==> src/rtl/spt_pkg.sv <==
// Shared types and constants for the sample-phase tuning sweep unit.
// No dependencies; imported by every module under rtl/.
`timescale 1ns / 1ps

package spt_pkg;

    // Phase count and window masks (bit 0 = centre, bits wrap modulo 8)
    localparam int unsigned PHASE_COUNT = 8;
    localparam int unsigned PHASE_W = 3;
    localparam logic [PHASE_COUNT-1:0] WIDE_WINDOW = 8'hc7;
    localparam logic [PHASE_COUNT-1:0] NARROW_WINDOW = 8'h83;

    // Input item kinds
    typedef enum logic [1:0] {
        KIND_BEGIN = 2'd0,
        KIND_TRIAL = 2'd1,
        KIND_SET   = 2'd2
    } kind_t;

    // One registered input item
    typedef struct packed {
        logic [1:0]         kind;
        logic               trial_passed;
        logic [PHASE_W-1:0] phase_value;
    } item_t;

    // Window search outcome
    typedef struct packed {
        logic               found;
        logic [PHASE_W-1:0] phase;
    } window_t;

endpackage

==> src/rtl/spt_in_stage.sv <==
// Input register stage of the sample-phase tuning sweep unit.
// Depends on spt_pkg for the item type.
`timescale 1ns / 1ps

module spt_in_stage
    import spt_pkg::*;
(
    input  logic       clk,
    input  logic       rst_n,
    input  logic       s_tvalid,
    output logic       s_tready,
    input  logic [7:0] s_tdata,   // [0] trial_passed, [3:1] phase_value, [7:4] zero
    input  logic [1:0] s_tuser,   // [1:0] kind
    input  logic       out_free,  // result register can take an item this cycle
    output logic       item_valid,
    output item_t      item
);

    logic  valid_reg;
    logic  valid_next;
    item_t item_reg;
    logic  s_fire;

    // Accept when empty or when the held item moves on this cycle
    assign s_tready = !valid_reg || out_free;
    assign s_fire   = s_tvalid && s_tready;

    always_comb
    begin
        if (s_fire)
        begin
            valid_next = 1'b1;
        end
        else if (out_free)
        begin
            valid_next = 1'b0;
        end
        else
        begin
            valid_next = valid_reg;
        end
    end

    // Hold the valid flag
    always_ff @(posedge clk or negedge rst_n)
    begin
        if (!rst_n)
        begin
            valid_reg <= 1'b0;
        end
        else
        begin
            valid_reg <= valid_next;
        end
    end

    // Capture the transaction payload
    always_ff @(posedge clk)
    begin
        if (s_fire)
        begin
            item_reg.kind         <= s_tuser;
            item_reg.trial_passed <= s_tdata[0];
            item_reg.phase_value  <= s_tdata[3:1];
        end
    end

    assign item_valid = valid_reg;
    assign item       = item_reg;

endmodule

==> src/rtl/spt_window.sv <==
// Window search over the eight-phase pass map: wide (five) then narrow (three).
// Depends on spt_pkg for masks and the result type.
`timescale 1ns / 1ps

module spt_window
    import spt_pkg::*;
(
    input  logic [PHASE_COUNT-1:0] pass_map,
    output window_t                pick
);

    logic [2*PHASE_COUNT-1:0] map_dbl;
    logic [PHASE_COUNT-1:0]   wide_hit;
    logic [PHASE_COUNT-1:0]   narrow_hit;
    logic [PHASE_COUNT-1:0]   rot;

    assign map_dbl = {pass_map, pass_map};

    // Test every rotation against both window masks
    always_comb
    begin
        wide_hit   = '0;
        narrow_hit = '0;
        rot        = '0;
        for (int i = 0; i < PHASE_COUNT; i++)
        begin
            rot           = map_dbl[i +: PHASE_COUNT];
            wide_hit[i]   = ((rot & WIDE_WINDOW) == WIDE_WINDOW);
            narrow_hit[i] = ((rot & NARROW_WINDOW) == NARROW_WINDOW);
        end
    end

    // Take the lowest wide hit, else the lowest narrow hit
    always_comb
    begin
        pick.found = 1'b0;
        pick.phase = '0;
        for (int i = PHASE_COUNT - 1; i >= 0; i--)
        begin
            if (narrow_hit[i])
            begin
                pick.found = 1'b1;
                pick.phase = PHASE_W'(i);
            end
        end
        if (|wide_hit)
        begin
            for (int i = PHASE_COUNT - 1; i >= 0; i--)
            begin
                if (wide_hit[i])
                begin
                    pick.phase = PHASE_W'(i);
                end
            end
        end
    end

endmodule

==> src/rtl/sample_phase_tuning_sweep_unit.sv <==
// Top level of the sample-phase tuning sweep unit: sweep state and result register.
// Depends on spt_pkg, spt_in_stage and spt_window.
//
//  channel   | direction | tdata                                        | tuser | tlast
//  s_* input | in        | [0] trial_passed, [3:1] phase_value          | kind  | -
//  m_* out   | out       | [2:0] sample_phase, [3] sweep_failed, [11:4] pass_map | -  | sweep_done
//
// An input transaction passes the input register, then the sweep update and window
// search into the result register. One item per cycle is taken while m_tready does
// not stall; the rate is set by the combinational state update path through the window
// search. Reset clears phase, start phase, pass map and the sweeping flag at once.
// A stalled m_tready holds the result and fills the input register before s_tready drops.
`timescale 1ns / 1ps

module sample_phase_tuning_sweep_unit
    import spt_pkg::*;
(
    input  logic        clk,
    input  logic        rst_n,
    input  logic        s_tvalid,
    output logic        s_tready,
    input  logic [7:0]  s_tdata,   // [0] trial_passed, [3:1] phase_value, [7:4] zero
    input  logic [1:0]  s_tuser,   // [1:0] kind
    output logic        m_tvalid,
    input  logic        m_tready,
    output logic [15:0] m_tdata,   // [2:0] sample_phase, [3] sweep_failed,
                                   // [11:4] pass_map, [15:12] zero
    output logic        m_tlast    // sweep_done
);

    logic                   item_valid;
    item_t                  item;
    logic                   out_free;
    logic                   take;
    window_t                pick;

    logic [PHASE_W-1:0]     phase_now_reg,   phase_now_next;
    logic [PHASE_W-1:0]     start_phase_reg, start_phase_next;
    logic [PHASE_COUNT-1:0] pass_map_reg,    pass_map_next;
    logic                   sweeping_reg,    sweeping_next;
    logic [PHASE_COUNT-1:0] map_trial;
    logic                   done_next;
    logic                   failed_next;

    logic                   out_valid_reg,   out_valid_next;
    logic [PHASE_W-1:0]     out_phase_reg;
    logic                   out_done_reg;
    logic                   out_failed_reg;
    logic [PHASE_COUNT-1:0] out_map_reg;

    // Result register frees up when empty or drained this cycle
    assign out_free = !out_valid_reg || m_tready;
    assign take     = item_valid && out_free;

    spt_in_stage u_in_stage (
        .clk        (clk),
        .rst_n      (rst_n),
        .s_tvalid   (s_tvalid),
        .s_tready   (s_tready),
        .s_tdata    (s_tdata),
        .s_tuser    (s_tuser),
        .out_free   (out_free),
        .item_valid (item_valid),
        .item       (item)
    );

    // Pass map with the current trial folded in
    assign map_trial = pass_map_reg |
                       (item.trial_passed ? (PHASE_COUNT'(1) << phase_now_reg) : '0);

    spt_window u_window (
        .pass_map (map_trial),
        .pick     (pick)
    );

    // Advance the sweep state for the registered item
    always_comb
    begin
        phase_now_next   = phase_now_reg;
        start_phase_next = start_phase_reg;
        pass_map_next    = pass_map_reg;
        sweeping_next    = sweeping_reg;
        done_next        = 1'b0;
        failed_next      = 1'b0;
        case (kind_t'(item.kind))
            KIND_BEGIN:
            begin
                start_phase_next = phase_now_reg;
                pass_map_next    = '0;
                phase_now_next   = phase_now_reg + PHASE_W'(1);
                sweeping_next    = 1'b1;
            end
            KIND_TRIAL:
            begin
                if (sweeping_reg)
                begin
                    pass_map_next = map_trial;
                    if (phase_now_reg == start_phase_reg)
                    begin
                        done_next     = 1'b1;
                        sweeping_next = 1'b0;
                        if (pick.found)
                        begin
                            phase_now_next = pick.phase;
                        end
                        else
                        begin
                            failed_next = 1'b1;
                        end
                    end
                    else
                    begin
                        phase_now_next = phase_now_reg + PHASE_W'(1);
                    end
                end
            end
            KIND_SET:
            begin
                phase_now_next = item.phase_value;
                sweeping_next  = 1'b0;
            end
            default:
            begin
                sweeping_next = sweeping_reg;
            end
        endcase
    end

    // Hold sweep state; update only when an item moves to the result register
    always_ff @(posedge clk or negedge rst_n)
    begin
        if (!rst_n)
        begin
            phase_now_reg   <= '0;
            start_phase_reg <= '0;
            pass_map_reg    <= '0;
            sweeping_reg    <= 1'b0;
        end
        else if (take)
        begin
            phase_now_reg   <= phase_now_next;
            start_phase_reg <= start_phase_next;
            pass_map_reg    <= pass_map_next;
            sweeping_reg    <= sweeping_next;
        end
    end

    // Result valid flag
    always_comb
    begin
        if (take)
        begin
            out_valid_next = 1'b1;
        end
        else if (m_tready)
        begin
            out_valid_next = 1'b0;
        end
        else
        begin
            out_valid_next = out_valid_reg;
        end
    end

    always_ff @(posedge clk or negedge rst_n)
    begin
        if (!rst_n)
        begin
            out_valid_reg <= 1'b0;
        end
        else
        begin
            out_valid_reg <= out_valid_next;
        end
    end

    // Capture the result payload
    always_ff @(posedge clk)
    begin
        if (take)
        begin
            out_phase_reg  <= phase_now_next;
            out_done_reg   <= done_next;
            out_failed_reg <= failed_next;
            out_map_reg    <= pass_map_next;
        end
    end

    assign m_tvalid = out_valid_reg;
    assign m_tlast  = out_done_reg;
    assign m_tdata  = {4'b0000, out_map_reg, out_failed_reg, out_phase_reg};

    // A failure is only ever flagged on the transaction that ends a sweep
    a_failed_needs_done: assert property (@(posedge clk) disable iff (!rst_n)
        out_valid_reg && out_failed_reg |-> out_done_reg)
        else $error("sweep_failed without sweep_done");

    // A chosen window is centred on a passing phase
    a_pick_passes: assert property (@(posedge clk) disable iff (!rst_n)
        out_valid_reg && out_done_reg && !out_failed_reg |-> out_map_reg[out_phase_reg])
        else $error("selected phase did not pass");

    // A begin item starts a sweep with an empty map
    a_begin_clears: assert property (@(posedge clk) disable iff (!rst_n)
        take && item.kind == KIND_BEGIN |=> sweeping_reg && pass_map_reg == '0)
        else $error("begin did not start a clean sweep");

    // A trial outside a sweep leaves phase and map alone
    a_idle_trial: assert property (@(posedge clk) disable iff (!rst_n)
        take && item.kind == KIND_TRIAL && !sweeping_reg |=>
        $stable(phase_now_reg) && $stable(pass_map_reg))
        else $error("idle trial changed state");

endmodule
==> config.mk <==
export PLATFORM = sky130hd
export DESIGN_NAME = sample_phase_tuning_sweep_unit
export DESIGN_NICKNAME = d
export VERILOG_FILES = /design/src/rtl/spt_pkg.sv /design/src/rtl/spt_in_stage.sv /design/src/rtl/spt_window.sv /design/src/rtl/sample_phase_tuning_sweep_unit.sv
export SDC_FILE = /design/constraint.sdc
export NUM_CORES = 1
export LEC_CHECK = 0
export BUFFER_PORTS_ARGS = -buffer_cell sky130_fd_sc_hd__buf_2
export CAP_MARGIN = 5
export CORE_ASPECT_RATIO = 0.9
export CORE_UTILIZATION = 55
export DETAILED_ROUTE_END_ITERATION = 12
export GPL_TIMING_DRIVEN = 0
export HOLD_SLACK_MARGIN = 0.05
export PLACE_DENSITY = 0.83
export SLEW_MARGIN = 20
export SYNTH_ARGS = -nofsm -noshare
export SYNTH_HDL_FRONTEND = slang
export SYNTH_HIERARCHICAL = 1
export SYNTH_SLANG_ARGS = --single-unit
export TNS_END_PERCENT = 5
==> constraint.sdc <==
create_clock -name clk -period 8.5 [get_ports clk]
set_input_delay 0.425 -clock clk [delete_from_list [all_inputs] [get_ports clk]]
set_output_delay 0.425 -clock clk [all_outputs]
set_load 0.1 [all_outputs]
Word level (Yosys, flattened, before mapping)
Cells that the tools add are included.

Register bits after elaboration: 36. Word-level logic and storage cells: 83.

Add/sub/neg operators: 1. Muxes and demuxes: 33. Shifts and indexed selects: 1. Reduce and logical (&&, ||, !) cells: 15. Bitwise gates (word level): 1. Equal/unequal tests: 19.

Operators with widths (count): $eq A5 B5 Y1 const B (8); $mux W3 (12); $mux W4 (8); $eq A3 B3 Y1 const B (8); $mux W8 (2); $pmux W8 S2 (1); $pmux W3 S3 (1); $mux W1 (8); $or A8 B8 Y8 (1); $reduce_or A8 Y1 (1); $shl A1 B3 Y8 const A (1); $reduce_and A2 Y1 (3); $reduce_bool A2 Y1 (2); $add A3 B1 Y3 const B (1); $eq A3 B3 Y1 (1); $pmux W1 S3 (1); $reduce_and A3 Y1 (1); $reduce_bool A3 Y1 (1); $eq A2 B1 Y1 const B (1); $eq A2 B2 Y1 const B (1); $logic_and A1 B1 Y1 (2); $logic_not A1 Y1 (2); $logic_not A2 Y1 (1); $logic_or A1 B1 Y1 (2).

Depth between registers and ports, before layout
Depth after elaboration: 25. Depth in mapped cells: 14. Mapped depth without buffers: 12.

Cells and area by module
The synthesis kept the hierarchy.

By module, submodules not included: sample_phase_tuning_sweep_unit (instances 1, cells an instance 156, area an instance 1686.6 µm², seq. area each 790.8 µm²); spt_window (instances 1, cells an instance 50, area an instance 314.1 µm², seq. area each 0.0 µm²); spt_in_stage (instances 1, cells an instance 10, area an instance 234.0 µm², seq. area each 205.2 µm²).

Least setup slack after synthesis
Ideal clock, no wire load.

Kind: register to register. From: register phase_now_reg[1]. To: register phase_now_reg[0]. Path buffers: 1. Stages on the path, launching flop included: 14. Data arrival time: 2.699 ns. Required time: 8.374 ns. Setup time: 0.126 ns. Slack: 5.675 ns. Cells stage by stage: dfrtp_1 -> inv_1 -> ha_1 -> a21o_1 -> buf_4 -> and2_4 -> a21o_1 -> a22oi_1 -> a221oi_1 -> o32a_1 -> and2_1 -> o41ai_1 -> a211oi_1 -> a221o_1.

RTL lines: from (decl) (line sample_phase_tuning_sweep_unit.sv:37) `logic [PHASE_W-1:0] phase_now_reg, phase_now_next;`; from (signal assigned) (line sample_phase_tuning_sweep_unit.sv:141) `phase_now_reg <= phase_now_next;`.

==> metrics.yaml <==
outcome: "completed"
die_h_um: 62.5
cts_tree: "yes"
postPlaceCellArea_mm2: 0.00242
detail_route.wl_per_cell_um: 15.2
vdd_drop_max_mv: 0.169
syn_area_per_cell_um2: 10.3
power_leakage_nw: 1.09
drc: 0
overflow: 0
numCtsBuffers: 5
tns_ns: 0
grt_setup_unrepaired: "no"
netlist_instances: 216
drv_slew: 0
syn2layout_area_growth_pct: 12.1
hold_viol_final: 0
ys_ff_latch: 36
worstPathArrival_ns: 3.44
syn_area_mm2: 0.00223
gp_congestion: 0.920
drt_iter0_markers: 114
finalNetCount: 270
finalClockSkew_ns: 0.0159
dp_slack_ns: 5.32
layout-drive-gt1-share_pct: 25.1
synth_ff_type: "edfxtp_1"
synth-edff-count: 19
die-area_mm2: 0.00432
async_flop_share_pct: 47.2
crit_required_ns: 8.68
drt_wl_total_mm: 4.52
power.density_mw_per_mm2: 321
boundaryPins: 33
root_buffer: "clkbuf_8"
ys_warn_count: 6
fin_area_mm2: 0.00250
ant_nets: 0
critPathCaptureType: "flip-flop"
grt_pass1_wl_mm: 7.48
worstPathMaxFanout: 10
fin_cells: 297
worst_slack_ns: 5.24
cp-start-kind: "flip-flop"
place_inst: 289
routed-via-count: 1784
max_clock_freq_mhz: 307
dpl.hpwl_mm: 3.24
grt_max_degree: 23
grtUsageTotal_pct: 22.1
final_common_cell: "buf_2"
antenna_found_initial: 0
htree_num_levels: 2
clk_latency_ns: 0.30
via_per_inst: 6.01
clock-sinks: 36
critPathLaunch: "phase_now_reg[1]$_DFFE_PN0P_"
clk_path_buf_depth: 2
first_pass_iters: 4
grt_pass1_vias: 1640
diodes: 0
fin_crit_ns: 3.26
core-area_mm2: 0.00381
rows: 21
grt_util_met2_pct: 33.5
timing.rr.start: "phase_now_reg[1]$_DFFE_PN0P_"
cts_setup_buffers: 0
gr-usage-met3_pct: 5.65
final_cell_mix: "25 x buf_2, 20 x nor2_1, 19 x edfxtp_1, 17 x dfrtp_1, 16 x nand2_1"
use_met1_pct: 29.5
cts_hold_buf: 0
drv_cap: 0
clk_pin_slew_ns: 0.08
die_w_um: 69.2
finalSetupViolCount: 0
gr-max-usage-layer: "met2"
synth-seq-area-share_pct: 44.6
initial_core_util_pct: 58.7
critPathKind: "flip-flop to flip-flop"
cts_resized: 0
hold_path.class: "input port to asynchronous set/reset pin"
finalCritPeriodShare_pct: 38.4
io_buffers: 24
synth_cell_type_count: 66
-- critical path, stage by stage (launching register included) --
cell and delay (ns):
dfrtp_1 0.54, inv_1 0.17, ha_1 0.25, a21o_1 0.19
buf_4 0.18, and2_4 0.18, a21o_1 0.15, a22oi_1 0.14
a221oi_1 0.08, o32a_1 0.32, and2_1 0.16, o41ai_1 0.36
a211oi_1 0.12, a221o_1 0.31
-- power breakdown --
group | switching (mW) | internal, mW | total, mW
Combinational | 0.280 | 0.145 | 0.425
Clock | 0.0594 | 0.0575 | 0.117
Sequential | 0.0342 | 0.228 | 0.263
-- Yosys cell counts, types with 6 or more instances --
library cell  number  area [um2]
a21oi_1            8        40.0
o21ai_1            9        45.0
a21o_1             6        45.0
edfxtp_1          19         571
inv_1              7        26.3
nand2_1           16        60.1
ha_1               6        75.1
o21ai_0            9        45.0
nor2b_1            6        37.5
buf_4              6        45.0
dfrtp_1           17         425
nor2_1            20        75.1
nand2b_1           6        37.5
-- through the flow --
step | total power, mW | util [%] | hold WS (ns)
global route | 0.849 | 65.7 | 0.0675
finish | 0.804 | 65.7 | 0.0429
global placement | 0.675 | 63.6 | 0.377
detailed placement | 0.684 | 63.6 | 0.374
floorplan | 0.604 | - | 0.129
CTS | 0.802 | 65.7 | 0.0514
-- metal layers --
metal	up-vias	wire length [um]
met2	87	2050
met3	11	296
met5	-	0
li1	862	-
met1	824	2070
met4	0	102
-- cells by family after synthesis --
group	share of synthesized area [%]
AO/OA/AOI/OAI	23.7
multiplexers	2.52
AND/OR/NAND/NOR	17.8
other	0.168
XOR/XNOR	2.69
flip-flops	44.6
buffers and inverters	5.26
adder cells (fa/ha/maj)	3.36
-- cell type report --
type	count	area, um2
Multi-Input combinational cell	162	1130
Clock buffer	7	76.3
Clock inverter	1	5.00
Tap cell	46	57.6
Fill cell	308	1310
Sequential cell	36	996
Timing Repair Buffer	24	120
Buffer	13	87.6
Inverter	8	30.0
-- path summary, 6_finish.rpt --
check | slack (ns) | end | cells after the start
worst min register to register | 0.53 | pass_map_reg[4]$_DFFE_PN0P_ | 1
min in group clk | 0.31 | u_in_stage/item[3]$_DFFE_PP_ | 1
worst min-delay path | 0.04 | pass_map_reg[6]$_DFFE_PN0P_ | 1
worst max-delay path | 5.24 | phase_now_reg[0]$_DFFE_PN0P_ | 13
max in group asynchronous | 8.16 | pass_map_reg[1]$_DFFE_PN0P_ | 1
worst max register to register | 5.24 | phase_now_reg[0]$_DFFE_PN0P_ | 13
(Power assumes the default switching activity.)
